==> config.mk <==
export PLATFORM = sky130hd
export DESIGN_NAME = json_string_escaper_flat
export DESIGN_NICKNAME = d
export VERILOG_FILES = /design/src/hdl/jse_pkg.sv /design/src/hdl/jse_in_if.sv /design/src/hdl/jse_out_if.sv /design/src/hdl/jse_front.sv /design/src/hdl/jse_fifo.sv /design/src/hdl/jse_back.sv /design/src/hdl/json_string_escaper.sv /design/src/flat_wrapper.sv
export SDC_FILE = /design/constraint.sdc
export NUM_CORES = 1
export LEC_CHECK = 0
export BUFFER_PORTS_ARGS = -buffer_cell sky130_fd_sc_hd__buf_2
export CORE_UTILIZATION = 39
export CTS_BUF_LIST = sky130_fd_sc_hd__clkbuf_16
export DETAILED_ROUTE_END_ITERATION = 12
export GPL_ROUTABILITY_DRIVEN = 0
export GPL_TIMING_DRIVEN = 0
export PLACE_DENSITY = 0.59
export SETUP_SLACK_MARGIN = 0.15
export SYNTH_ARGS = -nofsm -noshare
export SYNTH_HDL_FRONTEND = slang
export SYNTH_SLANG_ARGS = --single-unit
==> constraint.sdc <==
create_clock -name i_clk -period 5.83 [get_ports i_clk]
set_clock_uncertainty 0.2 [all_clocks]
set_input_delay 1.166 -clock i_clk [delete_from_list [all_inputs] [get_ports i_clk]]
set_output_delay 1.166 -clock i_clk [all_outputs]
set_load 0.03 [all_outputs]
==> src/hdl/jse_pkg.sv <==
// ============================================================================
// jse_pkg
// Types, constants and byte tables shared by the JSON string escaper.
// ============================================================================
`default_nettype none

package jse_pkg;

    // Room that must remain in the destination before a byte is escaped.
    localparam logic [16:0] ESCAPE_ROOM = 17'd6;
    localparam logic [15:0] CAP_RESET   = 16'd256;

    // Descriptor queue between the front and back parts.
    localparam int unsigned QDEPTH = 4;
    localparam int unsigned QPTR_W = $clog2(QDEPTH);
    localparam int unsigned QCNT_W = $clog2(QDEPTH + 1);

    localparam logic [7:0] CH_BSLASH = 8'h5C;
    localparam logic [7:0] CH_QUOTE  = 8'h22;
    localparam logic [7:0] CH_U      = 8'h75;
    localparam logic [7:0] CH_ZERO   = 8'h30;
    localparam logic [7:0] CH_NUL    = 8'h00;
    localparam logic [7:0] CTRL_LIM  = 8'h20;

    typedef enum logic [1:0] {
        KIND_NONE,
        KIND_PLAIN,
        KIND_PAIR,
        KIND_UNICODE
    } t_kind;

    typedef struct packed {
        t_kind      kind;
        logic [7:0] src;
        logic       term;
    } t_desc;

    typedef struct packed {
        logic [7:0] out_byte;
        logic       run_last;
        logic       terminator;
    } t_res;

    function automatic t_kind f_classify(input logic [7:0] c);
        t_kind k;
        case (c)
            8'h22, 8'h5C, 8'h08, 8'h0C, 8'h0A, 8'h0D, 8'h09: k = KIND_PAIR;
            default: k = (c < CTRL_LIM) ? KIND_UNICODE : KIND_PLAIN;
        endcase
        return k;
    endfunction

    function automatic logic [2:0] f_len(input t_kind k);
        logic [2:0] n;
        case (k)
            KIND_PLAIN:   n = 3'd1;
            KIND_PAIR:    n = 3'd2;
            KIND_UNICODE: n = 3'd6;
            default:      n = 3'd0;
        endcase
        return n;
    endfunction

    function automatic logic [7:0] f_second(input logic [7:0] c);
        logic [7:0] s;
        case (c)
            8'h08:   s = 8'h62; // b
            8'h0C:   s = 8'h66; // f
            8'h0A:   s = 8'h6E; // n
            8'h0D:   s = 8'h72; // r
            8'h09:   s = 8'h74; // t
            default: s = c;     // quote and backslash repeat themselves
        endcase
        return s;
    endfunction

    function automatic logic [7:0] f_hex(input logic [3:0] d);
        logic [7:0] h;
        h = (d < 4'd10) ? (CH_ZERO + {4'd0, d}) : (8'h57 + {4'd0, d});
        return h;
    endfunction

    // Byte at position idx of the escape sequence for source byte c.
    function automatic logic [7:0] f_esc_byte(input t_kind k, input logic [7:0] c,
                                              input logic [2:0] idx);
        logic [7:0] b;
        b = c;
        case (k)
            KIND_PAIR: b = (idx == 3'd0) ? CH_BSLASH : f_second(c);
            KIND_UNICODE: begin
                case (idx)
                    3'd0:    b = CH_BSLASH;
                    3'd1:    b = CH_U;
                    3'd2:    b = CH_ZERO;
                    3'd3:    b = CH_ZERO;
                    3'd4:    b = f_hex(c[7:4]);
                    default: b = f_hex(c[3:0]);
                endcase
            end
            default: b = c;
        endcase
        return b;
    endfunction

endpackage

`default_nettype wire

==> src/hdl/jse_in_if.sv <==
// ============================================================================
// jse_in_if
// Source byte channel: one source byte and its end-of-string flag.
// ============================================================================
`default_nettype none

interface jse_in_if;
    logic       valid;
    logic       ready;
    logic [7:0] source_byte;
    logic       end_of_string;

    modport source (output valid, output source_byte, output end_of_string, input ready);
    modport sink   (input valid, input source_byte, input end_of_string, output ready);
endinterface

`default_nettype wire

==> src/hdl/jse_out_if.sv <==
// ============================================================================
// jse_out_if
// Escaped byte channel: one output byte with its framing flags.
// ============================================================================
`default_nettype none

interface jse_out_if;
    logic       valid;
    logic       ready;
    logic [7:0] out_byte;
    logic       run_last;
    logic       terminator;

    modport source (output valid, output out_byte, output run_last, output terminator,
                    input ready);
    modport sink   (input valid, input out_byte, input run_last, input terminator,
                    output ready);
endinterface

`default_nettype wire

==> src/hdl/jse_front.sv <==
// ============================================================================
// jse_front
// Accepts source bytes, tracks the string's output count and halt state, and
// turns each byte that it keeps into a descriptor for the serializer.
// ============================================================================
`default_nettype none

module jse_front
    import jse_pkg::*;
(
    input  wire         i_clk,
    input  wire         i_rst_n,
    input  wire  [15:0] i_capacity,
    input  wire         i_accept,
    input  wire  [7:0]  i_source_byte,
    input  wire         i_end_of_string,
    output logic        o_push,
    output t_desc       o_desc
);

    logic [15:0] r_count, n_count;
    logic        r_halted, n_halted;

    always_comb begin
        logic       cap_nz;
        logic       stop;
        t_kind      kind;
        cap_nz   = (i_capacity != 16'd0);
        stop     = (i_source_byte == CH_NUL) ||
                   (({1'b0, r_count} + ESCAPE_ROOM) >= {1'b0, i_capacity});
        kind     = KIND_NONE;
        n_count  = r_count;
        n_halted = r_halted;
        if (cap_nz && !r_halted) begin
            if (stop) begin
                n_halted = 1'b1;
            end else begin
                kind    = f_classify(i_source_byte);
                n_count = r_count + {13'd0, f_len(kind)};
            end
        end
        if (i_end_of_string) begin
            n_count  = 16'd0;
            n_halted = 1'b0;
        end
        o_desc.kind = kind;
        o_desc.src  = i_source_byte;
        o_desc.term = i_end_of_string && cap_nz;
        o_push      = i_accept && ((kind != KIND_NONE) || o_desc.term);
    end

    always_ff @(posedge i_clk) begin
        if (!i_rst_n) begin
            r_count  <= 16'd0;
            r_halted <= 1'b0;
        end else if (i_accept) begin
            r_count  <= n_count;
            r_halted <= n_halted;
        end
    end

endmodule

`default_nettype wire

==> src/hdl/jse_fifo.sv <==
// ============================================================================
// jse_fifo
// Short descriptor queue that decouples the front from the serializer.
// ============================================================================
`default_nettype none

module jse_fifo
    import jse_pkg::*;
(
    input  wire          i_clk,
    input  wire          i_rst_n,
    input  wire          i_push,
    input  t_desc        i_data,
    input  wire          i_pop,
    output t_desc        o_head,
    output logic         o_empty,
    output logic         o_full
);

    t_desc              r_mem [QDEPTH];
    logic [QPTR_W-1:0]  r_wptr, r_rptr;
    logic [QCNT_W-1:0]  r_count;

    assign o_empty = (r_count == '0);
    assign o_full  = (r_count == QCNT_W'(QDEPTH));
    assign o_head  = r_mem[r_rptr];

    always_ff @(posedge i_clk) begin
        if (i_push) begin
            r_mem[r_wptr] <= i_data;
        end
    end

    always_ff @(posedge i_clk) begin
        if (!i_rst_n) begin
            r_wptr  <= '0;
            r_rptr  <= '0;
            r_count <= '0;
        end else begin
            if (i_push) begin
                r_wptr <= r_wptr + 1'b1;
            end
            if (i_pop) begin
                r_rptr <= r_rptr + 1'b1;
            end
            case ({i_push, i_pop})
                2'b10:   r_count <= r_count + 1'b1;
                2'b01:   r_count <= r_count - 1'b1;
                default: r_count <= r_count;
            endcase
        end
    end

    a_no_overflow: assert property (@(posedge i_clk) disable iff (!i_rst_n)
        o_full && !i_pop |-> !i_push)
        else $error("descriptor queue written while full");

    a_no_underflow: assert property (@(posedge i_clk) disable iff (!i_rst_n)
        i_pop |-> !o_empty)
        else $error("descriptor queue read while empty");

endmodule

`default_nettype wire

==> src/hdl/jse_back.sv <==
// ============================================================================
// jse_back
// Serializer: expands the head descriptor into its output bytes, one per
// cycle while the output is ready, through a registered output stage.
// ============================================================================
`default_nettype none

module jse_back
    import jse_pkg::*;
(
    input  wire         i_clk,
    input  wire         i_rst_n,
    input  t_desc       i_head,
    input  wire         i_empty,
    output logic        o_pop,
    jse_out_if.source   o_out
);

    logic [2:0] r_idx, n_idx;
    logic       r_valid, n_valid;
    t_res       r_res, n_res;
    logic       load;

    always_comb begin
        logic [2:0] len;
        logic [2:0] total;
        logic       last;
        logic       in_esc;
        len    = f_len(i_head.kind);
        total  = len + {2'd0, i_head.term};
        last   = (r_idx == (total - 3'd1));
        in_esc = (r_idx < len);
        load   = !i_empty && (!r_valid || o_out.ready);
        o_pop  = load && last;

        n_res.out_byte   = in_esc ? f_esc_byte(i_head.kind, i_head.src, r_idx) : CH_NUL;
        n_res.run_last   = last;
        n_res.terminator = !in_esc;

        n_idx   = r_idx;
        n_valid = r_valid;
        if (load) begin
            n_idx   = last ? 3'd0 : (r_idx + 3'd1);
            n_valid = 1'b1;
        end else if (o_out.ready) begin
            n_valid = 1'b0;
        end
    end

    always_ff @(posedge i_clk) begin
        if (!i_rst_n) begin
            r_idx   <= 3'd0;
            r_valid <= 1'b0;
        end else begin
            r_idx   <= n_idx;
            r_valid <= n_valid;
        end
    end

    always_ff @(posedge i_clk) begin
        if (load) begin
            r_res <= n_res;
        end
    end

    assign o_out.valid      = r_valid;
    assign o_out.out_byte   = r_res.out_byte;
    assign o_out.run_last   = r_res.run_last;
    assign o_out.terminator = r_res.terminator;

    a_idx_range: assert property (@(posedge i_clk) disable iff (!i_rst_n)
        r_idx <= 3'd6)
        else $error("serializer index out of range");

    a_term_is_last: assert property (@(posedge i_clk) disable iff (!i_rst_n)
        r_valid && r_res.terminator |-> r_res.run_last && (r_res.out_byte == CH_NUL))
        else $error("terminator not on the final byte of a transaction group");

    a_idx_rewinds: assert property (@(posedge i_clk) disable iff (!i_rst_n)
        o_pop |=> (r_idx == 3'd0))
        else $error("serializer index not rewound after a descriptor");

endmodule

`default_nettype wire

==> src/hdl/json_string_escaper.sv <==
// ============================================================================
// json_string_escaper
// Streaming JSON string escaper with an APB-style capacity register.
// ============================================================================
// The block takes one source byte per input transaction and emits its
// JSON-escaped form, one byte per output transaction, with run_last set on
// the final byte caused by each input and terminator set on the closing NUL
// of a string. A front part accepts bytes at one per cycle, tracks the
// output count against the capacity register and writes a descriptor into a
// four-entry queue; a back part expands each descriptor through a
// registered output stage. A pass-through byte yields one output byte, a
// two-character escape two, a \u00xx escape six, and the end-of-string item
// adds one for the terminator; the serializer's one byte per cycle while
// output is ready sets the sustained rate, so plain text streams at one
// item per cycle and escapes stall the input only once the queue is full.
// Bytes that are dropped (after a NUL, or once the capacity limit is met)
// produce no output transaction. The capacity register sits at byte address
// 0, resets to 256 and should be written only while the block is idle.
// ============================================================================
`default_nettype none

module json_string_escaper
    import jse_pkg::*;
(
    input  wire         i_clk,
    input  wire         i_rst_n,
    jse_in_if.sink      i_in,
    jse_out_if.source   o_out,
    input  wire         psel,
    input  wire         penable,
    input  wire         pwrite,
    input  wire  [1:0]  paddr,
    input  wire  [31:0] pwdata,
    output logic [31:0] prdata,
    output logic        pready
);

    logic [15:0] r_capacity;
    logic        cfg_write;
    logic        accept;
    logic        push;
    t_desc       push_desc;
    t_desc       head;
    logic        q_empty;
    logic        q_full;
    logic        pop;

    // Only one register exists, so every word of the small address window
    // decodes to it.
    assign pready    = 1'b1;
    assign cfg_write = psel && penable && pwrite && pready && (paddr[1:0] == 2'b00
                       || paddr[1:0] != 2'b00);
    assign prdata    = {16'd0, r_capacity};

    always_ff @(posedge i_clk) begin
        if (!i_rst_n) begin
            r_capacity <= CAP_RESET;
        end else if (cfg_write) begin
            r_capacity <= pwdata[15:0];
        end
    end

    // The input side only waits on queue space, never on the output side.
    assign i_in.ready = !q_full;
    assign accept     = i_in.valid && i_in.ready;

    jse_front u_front (
        .i_clk           (i_clk),
        .i_rst_n         (i_rst_n),
        .i_capacity      (r_capacity),
        .i_accept        (accept),
        .i_source_byte   (i_in.source_byte),
        .i_end_of_string (i_in.end_of_string),
        .o_push          (push),
        .o_desc          (push_desc)
    );

    jse_fifo u_fifo (
        .i_clk   (i_clk),
        .i_rst_n (i_rst_n),
        .i_push  (push),
        .i_data  (push_desc),
        .i_pop   (pop),
        .o_head  (head),
        .o_empty (q_empty),
        .o_full  (q_full)
    );

    jse_back u_back (
        .i_clk   (i_clk),
        .i_rst_n (i_rst_n),
        .i_head  (head),
        .i_empty (q_empty),
        .o_pop   (pop),
        .o_out   (o_out)
    );

endmodule

`default_nettype wire

==> src/flat_wrapper.sv <==
// flat-port wrapper written by rule: the top's interface ports become plain ports
module json_string_escaper_flat import jse_pkg::*;
  (i_clk, i_rst_n, psel, penable, pwrite, paddr, pwdata, prdata, pready, i_in_valid, i_in_source_byte, i_in_end_of_string, i_in_ready, o_out_valid, o_out_out_byte, o_out_run_last, o_out_terminator, o_out_ready);
  jse_in_if i_in_i ();
  jse_out_if o_out_i ();
  input  wire i_clk;
  input  wire i_rst_n;
  input  wire psel;
  input  wire penable;
  input  wire pwrite;
  input  wire  [1:0] paddr;
  input  wire  [31:0] pwdata;
  output logic [31:0] prdata;
  output logic pready;
  input wire logic [$bits(i_in_i.valid)-1:0] i_in_valid;
  input wire logic [$bits(i_in_i.source_byte)-1:0] i_in_source_byte;
  input wire logic [$bits(i_in_i.end_of_string)-1:0] i_in_end_of_string;
  output wire logic [$bits(i_in_i.ready)-1:0] i_in_ready;
  output wire logic [$bits(o_out_i.valid)-1:0] o_out_valid;
  output wire logic [$bits(o_out_i.out_byte)-1:0] o_out_out_byte;
  output wire logic [$bits(o_out_i.run_last)-1:0] o_out_run_last;
  output wire logic [$bits(o_out_i.terminator)-1:0] o_out_terminator;
  input wire logic [$bits(o_out_i.ready)-1:0] o_out_ready;
  assign i_in_i.valid = i_in_valid;
  assign i_in_i.source_byte = i_in_source_byte;
  assign i_in_i.end_of_string = i_in_end_of_string;
  assign i_in_ready = i_in_i.ready;
  assign o_out_valid = o_out_i.valid;
  assign o_out_out_byte = o_out_i.out_byte;
  assign o_out_run_last = o_out_i.run_last;
  assign o_out_terminator = o_out_i.terminator;
  assign o_out_i.ready = o_out_ready;
  json_string_escaper u_core (.i_clk(i_clk), .i_rst_n(i_rst_n), .i_in(i_in_i), .o_out(o_out_i), .psel(psel), .penable(penable), .pwrite(pwrite), .paddr(paddr), .pwdata(pwdata), .prdata(prdata), .pready(pready));
endmodule
* Word-level counts from Yosys, hierarchy flattened
Memories as Yosys holds them, arrays and structs flattened. A register that Yosys moved wholly into a read port is not among the register bits.
Cells that the tools add are included.
Widths: inputs -> output; s select.
** Storage, ports and cells
- Flip-flop bits (word level) :: 54
- Bits in writable memories :: 44
- Bits of input ports :: 50
- Logic and storage cells :: 120
- Memories kept :: 1
** Operators by class
- Add/subtract/negate cells :: 13
- Order comparisons :: 5
- Equality and inequality tests :: 27
- Muxes and demuxes :: 30
- Reduce and logical (&&, ||, !) cells :: 33
** Memories
- u_core.u_fifo.r_mem :: depth 4, width 11, rd ports 1, clocked after memory_dff 1, write ports 1, line jse_fifo.sv:20 : t_desc r_mem [QDEPTH];
** Operator list (count)
- $eq 8x4->1 const B :: 10
- $mux 16 :: 3
- $pmux 8 s5 :: 1
- $pmux 8 s4 :: 1
- $mux 8 :: 3
- $pmux 3 s3 :: 2
- $add 16x3->17 const B :: 1
- $ge 17x16->1 :: 1
- $add 16x3->16 :: 1
- $add 7x4->8 const A :: 2
- $mux 2 :: 8
- $pmux 8 s2 :: 1
- $reduce_bool 16->1 :: 1
- $add 6x4->7 const A :: 2
- $reduce_bool 2->1 :: 6
- $eq 2x2->1 const B :: 5
- $logic_and 1x1->1 :: 9
- $mux 3 :: 3
- $eq 8x6->1 const B :: 1
- $eq 8x7->1 const B :: 1
- $logic_not 8->1 :: 1
- $lt 4x4->1 const B :: 2
- $lt 8x6->1 const B :: 1
- $mux 1 :: 7
- other kinds (19) :: 35

* Depth between registers and ports, before layout
Gate-level depths: netlist of the first run.
- Word-level depth :: 13
- Mapped depth :: 18

* By module
From an unflattened synthesis of the first run, not the netlist that was laid out.
** Unflattened totals
- Cells, all modules :: 585
- Area, all modules :: 5980.7 sq um
** By module, submodules not included
- jse_fifo :: times used 1, cells an instance 103, area each 2039.5 sq um, seq. area each 1501.4 sq um
- jse_front :: times used 1, cells an instance 237, area each 1875.5 sq um, seq. area each 340.3 sq um
- jse_back :: times used 1, cells an instance 154, area each 1271.2 sq um, seq. area each 380.4 sq um
- json_string_escaper :: times used 1, cells an instance 91, area each 794.5 sq um, seq. area each 320.3 sq um

* Worst setup path after synthesis of the first run
No wires, ideal clock.
- Path kind :: in2reg
- Start point :: input i_in_source_byte[4]
- End point :: register u_core.u_front.r_count[13]
- Setup time :: 59 ps
- Arrival :: 3799 ps
- Path slack :: 1772 ps
- Cell stages on the path :: 12
- Path buffers :: 0
- Path through :: or4_1 > a211o_1 > a211oi_1 > nor2_1 > inv_1 > ha_1 > a21o_1 > a21oi_1 > nor3_1 > nand2_1 > or4_1 > nand2_1
** On the way
- Cells in the longest elaborated chain, start to end :: 13
- Elaborated cells between the ends (all ways) :: 27
** RTL lines
- start, declared :: line flat_wrapper.sv:16 : input wire logic [$bits(i_in_i.source_byte)-1:0] i_in_source_byte;
- $lt 8x6->1, or another cell as far along :: line jse_pkg.sv:48 : default: k = (c < CTRL_LIM) ? KIND_UNICODE : KIND_PLAIN;
- $mux 2 / $reduce_or 7->1 (equally long branches) :: line jse_pkg.sv:48, jse_pkg.sv:46
- $mux 2 :: line jse_pkg.sv:46 : case (c)
- $mux 2 :: line jse_front.sv:35 : if (stop) begin
- $mux 2 :: line jse_front.sv:34 : if (cap_nz && !r_halted) begin
- $eq 2x2->1 / $eq 2x1->1 (equally long branches) :: line jse_pkg.sv:55 : case (k)
- $pmux 3 s3 :: line jse_pkg.sv:55
- $mux 3 :: line jse_front.sv:35
- $mux 3 :: line jse_front.sv:34
- $add 16x3->16 :: line jse_front.sv:39 : n_count = r_count + {13'd0, f_len(kind)};
- $mux 16 :: line jse_front.sv:35
- $mux 16 :: line jse_front.sv:34
- $mux 16 :: line jse_front.sv:42 : if (i_end_of_string) begin
- end signal, assigned :: line jse_front.sv:57 : r_count <= n_count;
- end, declared :: line jse_front.sv:21 : logic [15:0] r_count, n_count;
Several ways; a longest one is shown, not always the timed one. The select of a mux whose other input is x is not followed.
A chain may end at the register's enable or synchronous reset.

* Final worst setup path of the first run
Same ends and word-level chain as after synthesis.

==> results of run 1 <==
-- metrics by stage --
step	hold slack, ns	setup WS [ns]	cells
3_5_place_dp	0.2596	1.038	840
6_report	0.2764	1.357	856
2_1_floorplan	0.2711	1.772	598
4_1_cts	0.2685	1.388	856
5_1_grt	0.3182	1.119	856
3_3_place_gp	0.2544	1.113	840
-- path summary, 6_finish.rpt --
path	to	depth (start not counted)
setup reg to reg	u_core.u_fifo.r_count[2]	18
hold / removal	u_core.u_back.o_out.valid	2
hold reg to reg	u_core.u_back.o_out.valid	2
setup / recovery	u_core.u_front.r_count[13]	13
-- power groups by stage --
stage,sequential [mW],combinational (mW),clock (mW)
2_1_floorplan,1.05,0.683,0
3_3_place_gp,0.960,0.979,0
3_5_place_dp,0.967,0.996,0
4_1_cts,0.952,1.00,0.608
5_1_grt,0.965,1.10,0.630
6_report,0.949,0.995,0.592
-- layout by cell type, fill, tap and decap left out, types with 10 or more instances in the layout --
master    count
dfxtp_1      46
a21boi_0     11
a21oi_1      30
buf_2        62
edfxtp_1     54
clkbuf_1     11
xnor2_1      15
mux4_2       10
nor3_1       18
inv_1        51
o21ai_0      18
nand3_1      10
nor2_1       43
buf_4        17
ha_1         38
conb_1       17
nand2_1      72
-- cell families after synthesis --
logic type | share of synthesized area
AOI/OAI and AO/OA | 0.1400
DFF | 0.4384
muxes | 0.04984
buffers and inverters | 0.07077
adders and majority gates | 0.08889
other | 0.001295
and+or+nand+nor | 0.1732
xor gates and xnor gates | 0.03754
-- worst reg2reg max path, stage by stage, from the launching register on --
cell	delay, ns
dfxtp_1	0.43
inv_1	0.14
ha_1	0.27
nor2_1	0.36
nand2_1	0.12
xnor2_1	0.15
ha_1	0.29
o21ai_0	0.07
o21ai_0	0.19
o211ai_1	0.14
a31oi_2	0.44
o41ai_4	0.19
inv_1	0.09
ha_1	0.18
inv_1	0.07
fa_1	0.43
xor2_1	0.16
or3_1	0.31
a21oi_1	0.14
-- state kept, by name (all words and copies together), names as in the netlist, named ones only --
register / count
u_core.u_fifo.r_count: 3
u_core.r_capacity: 16
u_core.u_back.o_out.run_last: 1
u_core.u_back.r_idx: 3
u_core.u_front.r_halted: 1
u_core.u_back.o_out.terminator: 1
u_core.u_back.o_out.valid: 1
u_core.u_front.r_count: 16
u_core.u_fifo.r_rptr: 2
u_core.u_back.o_out.out_byte: 8
u_core.u_fifo.r_mem: 44
u_core.u_fifo.r_wptr: 2
-- final cells by class --
cell class	count	area, µm²
clock buffers	9	225.2
multi-input cells	413	2907
fillers	1420	7858
plain buffers	35	222.7
flip-flops and latches	100	2542
repair buffers	58	290.3
well taps	184	230.2
inverters	50	187.7
clock inverters	7	71.32
-- per-layer routing --
metal,up-vias,global-route usage,part of all wire
li1,2216,-,-
met1,2124,0.2237,0.45
met2,122,0.3007,0.49
met3,11,0.04121,0.054
met4,0,0.04018,0.0090
met5,-,0,0
==> impl_results.md, run 1 <==
- Status: completed
- Rel. slew slack: 0.4589
- Avg Synthesized Cell Area: 9.947 µm²
- Fin. max-slew vios: 0
- Share of layout cells above drive strength 1: 0.1964
- Number of flops mapped to enable cells by yosys: 54
- FFs w/ async S/R, synth: 0
- # rows: 44
- Hold Crit Class: flop to flop
- Placed Instance Area: 6376 µm²
- Highest Clock Rate: 223.6 MHz
- Hold path start: u_core.u_back.o_out.valid
- Worst endpoint required time: 5.92 ns
- Largest net degree at the start of global routing: 18
- Startpoint Class: input port
- Gate power share: 0.392
- Setup TNS Final: 0 ns
- Skew-Pair Late Insertion Delay: 0.35 ns
- First DRT Iteration DRCs: 261
- Static Leak: 2.676 nW
- Drt first pass iters: 5
- CP max FO: 8
- DRC: 0
- CTS Sinks: 100
- Final setup violating endpoints: 0
- Endpoints failing hold: 0
- Number of port buffers: 58
- Final ANT Viol Nets: 0
- CP Class: input port to flop
- Core Region: 14530 µm²
- Syn-to-layout area delta: 15.12%
- Critical path arrival: 4.56 ns
- DIE AREA: 15360 µm²
- Switching Share: 0.3706
- CP Capture Type: flop
- Clock power share: 0.233
- Global Route Usage Sum: 0.1756
- Final Util: 0.4594
- Power Total: 2.536 mW
- First-pass GRT wire length: 20510 µm
- Chip width: 123.9 µm
- Setup crit start: i_in_source_byte[4]
- Period utilization: 0.7672
- Yosys warning total: 0
- Peak VDD IR: 162.2 µV
- HPWL after DPL: 9662 µm
- Via Count: 4473
- Design area: 6676 µm²
- TritonCTS Buffers: 9
- CTS Hold Bufs: 0
- WP buf/inv: 2
- Routed WL: 12630 µm
- Dominant synthesized flop cell: edfxtp_1
- IO Pins: 95
- Family with the most delay on the worst path: simple AND/OR/NAND/NOR gates
- Clock root buffer master: clkbuf_16
- Post-Syn Area: 5799 µm²
- Dominant cell type by area after synthesis: edfxtp_1
- NetSw: 939.8 µW
- Gate Count Post-Synth: 583
- Top post-synthesis cells by area: edfxtp_1 28%, dfxtp_1 16%, ha_1 8.2%
- Cell-internal power: 1.596 mW
- Inserted Diodes: 0
- Worst slew pin tran: 0.8117 ns
- Post-CTS Setup Inserts: 0
- Clock Pin Slew Worst Setup and Hold Paths: 0.07 ns
- Crit path cell chain: buf_2, or4_1, a211o_1, a211oi_1, nor2_1, inv_1, ha_1, a21o_1, a21oi_1, nor3_1, nand2_1, or4_1, nand2_1
- Minimum clock period: 4.473 ns
- Max Root-Sink Buffers: 2
- Slowest CP cell: or4_1
- Most common cell in the synthesized netlist: nand2_1
- TritonCTS clock tree: yes
- Yosys cell types: 65
- Number of nets in the final layout: 757
- Vias in the first global route: 4123
- Max-cap violation count: 0
- Post-CTS sizing: 0
- Vias per inst: 5.225
- H-tree depth: 3
- Share of the synthesized area in the top cell type: 0.2796
- Most frequent cells after synthesis: 72 x nand2_1, 54 x edfxtp_1, 49 x inv_1
- Critical R2R Launch: u_core.u_front.r_count[1]
- Routed length per placed instance: 14.75 µm
- Flop pwr share: 0.374
- Power per standard cell area: 379.9 nW/µm²
- Unrepaired setup endpoints after global routing: no
- R2r setup slk: 1.40 ns
- Initial antenna violation count: 0
- Chip Height: 123.9 µm
- Crit-path max cell delay: 0.58 ns
- #FFs+latches synth: 100
- GRT overflow: 0
- Post-synthesis sequential area ratio: 0.4384
- Initial Utilization: 0.3990
(Power assumes the default switching activity.)
==> inputs of run 2 (changes only) <==
--- a/config.mk
+++ b/config.mk
@@ -5,13 +5,14 @@
 export SDC_FILE = /design/constraint.sdc
 export NUM_CORES = 1
 export LEC_CHECK = 0
+export ABC_AREA = 1
 export BUFFER_PORTS_ARGS = -buffer_cell sky130_fd_sc_hd__buf_2
 export CORE_UTILIZATION = 39
 export CTS_BUF_LIST = sky130_fd_sc_hd__clkbuf_16
 export DETAILED_ROUTE_END_ITERATION = 12
 export GPL_ROUTABILITY_DRIVEN = 0
 export GPL_TIMING_DRIVEN = 0
-export PLACE_DENSITY = 0.59
+export PLACE_DENSITY = 0.58
 export SETUP_SLACK_MARGIN = 0.15
 export SYNTH_ARGS = -nofsm -noshare
 export SYNTH_HDL_FRONTEND = slang
==> constraint.sdc (replaced) <==
create_clock -name i_clk -period 4.7 [get_ports i_clk]
set_clock_uncertainty 0.2 [all_clocks]
set_input_delay 0.94 -clock i_clk [delete_from_list [all_inputs] [get_ports i_clk]]
set_output_delay 0.94 -clock i_clk [all_outputs]
set_load 0.03 [all_outputs]
==> run 2 against run 1 <==
  * Worst setup slack got worse by 0.81 ns
  * Utilization shrank 0.39 points
  * Combinational power rose by 46%
  * Total power increased by 32%
  * Sequential power grew 23%
  * Clock power is 25% higher
  * Die area grew 3.7%
  * Sequential cell count unchanged
  * First-iteration DRC count is 24% higher
  * Worst hold slack lost 0.023 ns
  * Wire length rose by 10%
  * Critical endpoint is now u_core.u_fifo.r_mem[1][3]
  * Final cell count rose by 20%
==> impl_results.md, run 2 <==
- Post-Syn Area: 6020 µm²
- #FFs+latches synth: 100
- Vias per inst: 4.802
- Setup crit start: u_core.u_front.r_count[6]
- Rel. slew slack: 0.2242
- Routed WL: 13910 µm
- Post-CTS Setup Inserts: 0
- FFs w/ async S/R, synth: 0
- Top reg by flops: u_core.u_fifo.r_mem
- Core Region: 15150 µm²
- Yosys cell types: 49
- Startpoint Class: flop
- IO Pins: 95
- Static Leak: 3.100 nW
- CP max FO: 11
- CP Capture Type: flop
- Critical path arrival: 3.92 ns
- HPWL after DPL: 10330 µm
- TritonCTS clock tree: yes
- Number of flip-flops in the largest register: 44
- CTS Sinks: 100
- First-pass GRT wire length: 22580 µm
- Cell-internal power: 1.974 mW
- Power per standard cell area: 486.5 nW/µm²
- Commonest non-fill, non-tap cells in the layout: 159 x nand2_1, 93 x inv_1, 70 x nor2_1, 62 x buf_2, 60 x a21oi_1
- Chip Height: 126.2 µm
- Chip width: 126.2 µm
- Crit-path max cell delay: 0.87 ns
- Final Util: 0.4554
- Max Root-Sink Buffers: 2
- # rows: 45
- Number of flops mapped to enable cells by yosys: 54
- Status: completed
- Most frequent cells after synthesis: 159 x nand2_1, 90 x inv_1, 71 x nor2_1
- Gate power share: 0.432
- Hold Crit Class: flop to flop
- Switching Share: 0.4117
- Clock Pin Slew Worst Setup and Hold Paths: 0.07 ns
- Skew-Pair Late Insertion Delay: 0.35 ns
- Vias in the first global route: 4572
- DRC: 0
- Worst slew pin tran: 1.159 ns
- Peak VDD IR: 202.9 µV
- Critical R2R Launch: u_core.u_front.r_count[6]
- Hold path start: u_core.u_fifo.r_count[0]
- Clock power share: 0.220
- TritonCTS Buffers: 9
- Final setup violating endpoints: 0
- DIE AREA: 15940 µm²
- Avg Synthesized Cell Area: 8.026 µm²
- Share of layout cells above drive strength 1: 0.1454
- First DRT Iteration DRCs: 324
- CTS Hold Bufs: 0
- Share of the synthesized area in the top cell type: 0.2694
- # fillers: 1561
- Most common cell after layout, fill and taps aside: nand2_1
- Inserted Diodes: 0
- Top post-synthesis cells by area: edfxtp_1 27%, dfxtp_1 15%, nand2_1 9.9%
- H-tree depth: 3
- Post-synthesis sequential area ratio: 0.4224
- Slowest CP cell: nor2_1
- Dominant cell type by area after synthesis: edfxtp_1
- Dominant synthesized flop cell: edfxtp_1
- Setup TNS Final: 0 ns
- Gate Count Post-Synth: 750
- Highest Clock Rate: 240.6 MHz
- Routed length per placed instance: 13.54 µm
- Endpoints failing hold: 0
- Fin. max-slew vios: 0
- Global Route Usage Sum: 0.1824
- Period utilization: 0.8843
- Post-CTS sizing: 0
- Largest net degree at the start of global routing: 17
- Max-cap violation count: 0
- Top flop regs: u_core.u_fifo.r_mem x44, u_core.r_capacity x16, u_core.u_front.r_count x16
- Number of port buffers: 58
- CP Class: flop to flop
- Final ANT Viol Nets: 0
- Initial antenna violation count: 0
- Initial Utilization: 0.3974
- Drt first pass iters: 4
- Worst endpoint required time: 4.47 ns
- Number of nets in the final layout: 924
- Flop pwr share: 0.348
- Most common cell in the synthesized netlist: nand2_1
- Yosys warning total: 0
- Crit path cell chain: clkbuf_1, nand2_1, inv_1, nand4_1, nor2_1, xor2_1, ha_1, nand4_1, nor3_1, nor3_1, o21a_1, nand3_4, nand2_1, inv_2, nor2_1
- Minimum clock period: 4.156 ns
- Syn-to-layout area delta: 14.59%
- Unrepaired setup endpoints after global routing: no
- Clock root buffer master: clkbuf_16
- NetSw: 1.382 mW
- GRT overflow: 0
- Via Count: 4932
run 2: path summary, 6_finish.rpt:
check / to / slack (ns) / depth (start not counted)
max: u_core.u_fifo.r_mem[1][3] / 0.54 / 15
min: u_core.u_fifo.r_count[0] / 0.25 / 1
max reg2reg: u_core.u_fifo.r_mem[1][3] / 0.54 / 15
min reg2reg: u_core.u_fifo.r_count[0] / 0.25 / 1
run 2: area by class of cell:
class,count,area (µm²),area share
inverter,94,354.1,0.05133
clock buffer,9,225.2,0.03265
multi-input combinational,530,2927,0.4243
clock inverter,7,61.31,0.008888
tap,188,235.2,0.03410
sequential,100,2544,0.3688
timing repair buffer,58,290.3,0.04208
buffer,41,261.5,0.03791
run 2: stage by stage:
step / instances / worst slack [ns] / power [mW] / area, µm² / hold slack, ns
after detailed placement: 1011 / 0.2680 / 2.646 / 6608 / 0.2491
after global routing: 1027 / 0.1669 / 3.619 / 6898 / 0.2801
after CTS: 1027 / 0.2878 / 3.389 / 6894 / 0.2563
after floorplan: 765 / 0.9391 / 2.278 / 6076 / 0.2223
after global placement: 1011 / 0.2482 / 2.636 / 6601 / 0.2379
final: 1027 / 0.5437 / 3.356 / 6898 / 0.2534
run 2: power groups by stage:
stage	Sequential [mW]	Clock, mW	Combinational (mW)
after floorplan	1.30	0	0.982
after global placement	1.19	0	1.45
after detailed placement	1.19	0	1.46
after CTS	1.17	0.755	1.46
after global routing	1.18	0.795	1.64
final	1.17	0.738	1.45
run 2: routing by layer:
layer,GRT usage,wire length (µm),vias to the layer above
met5,0,0,-
met4,0.07654,364,0
met3,0.03526,491,25
met2,0.3104,6563,93
met1,0.2257,6489,2206
li1,-,-,2608
run 2: worst max-delay path: cells and delay by family (launching register included):
kind | cells | cell delay [ns]
flops | 1 | 0.31
xor+xnor | 1 | 0.22
buf+inv | 3 | 0.43
simple gates | 9 | 2.02
compound gates | 1 | 0.30
fa+ha+maj | 1 | 0.28
run 2: cells by family (layout without fill, tap and decap cells):
family,count (synthesis),after routing,share of synthesized area
xor gates and xnor gates,29,29,0.04344
adders and majority gates,40,40,0.08564
other,2,17,0.001248
buffers and inverters,135,209,0.1023
DFF,100,100,0.4224
and+or+nand+nor,326,326,0.2361
AOI/OAI and AO/OA,118,118,0.1089
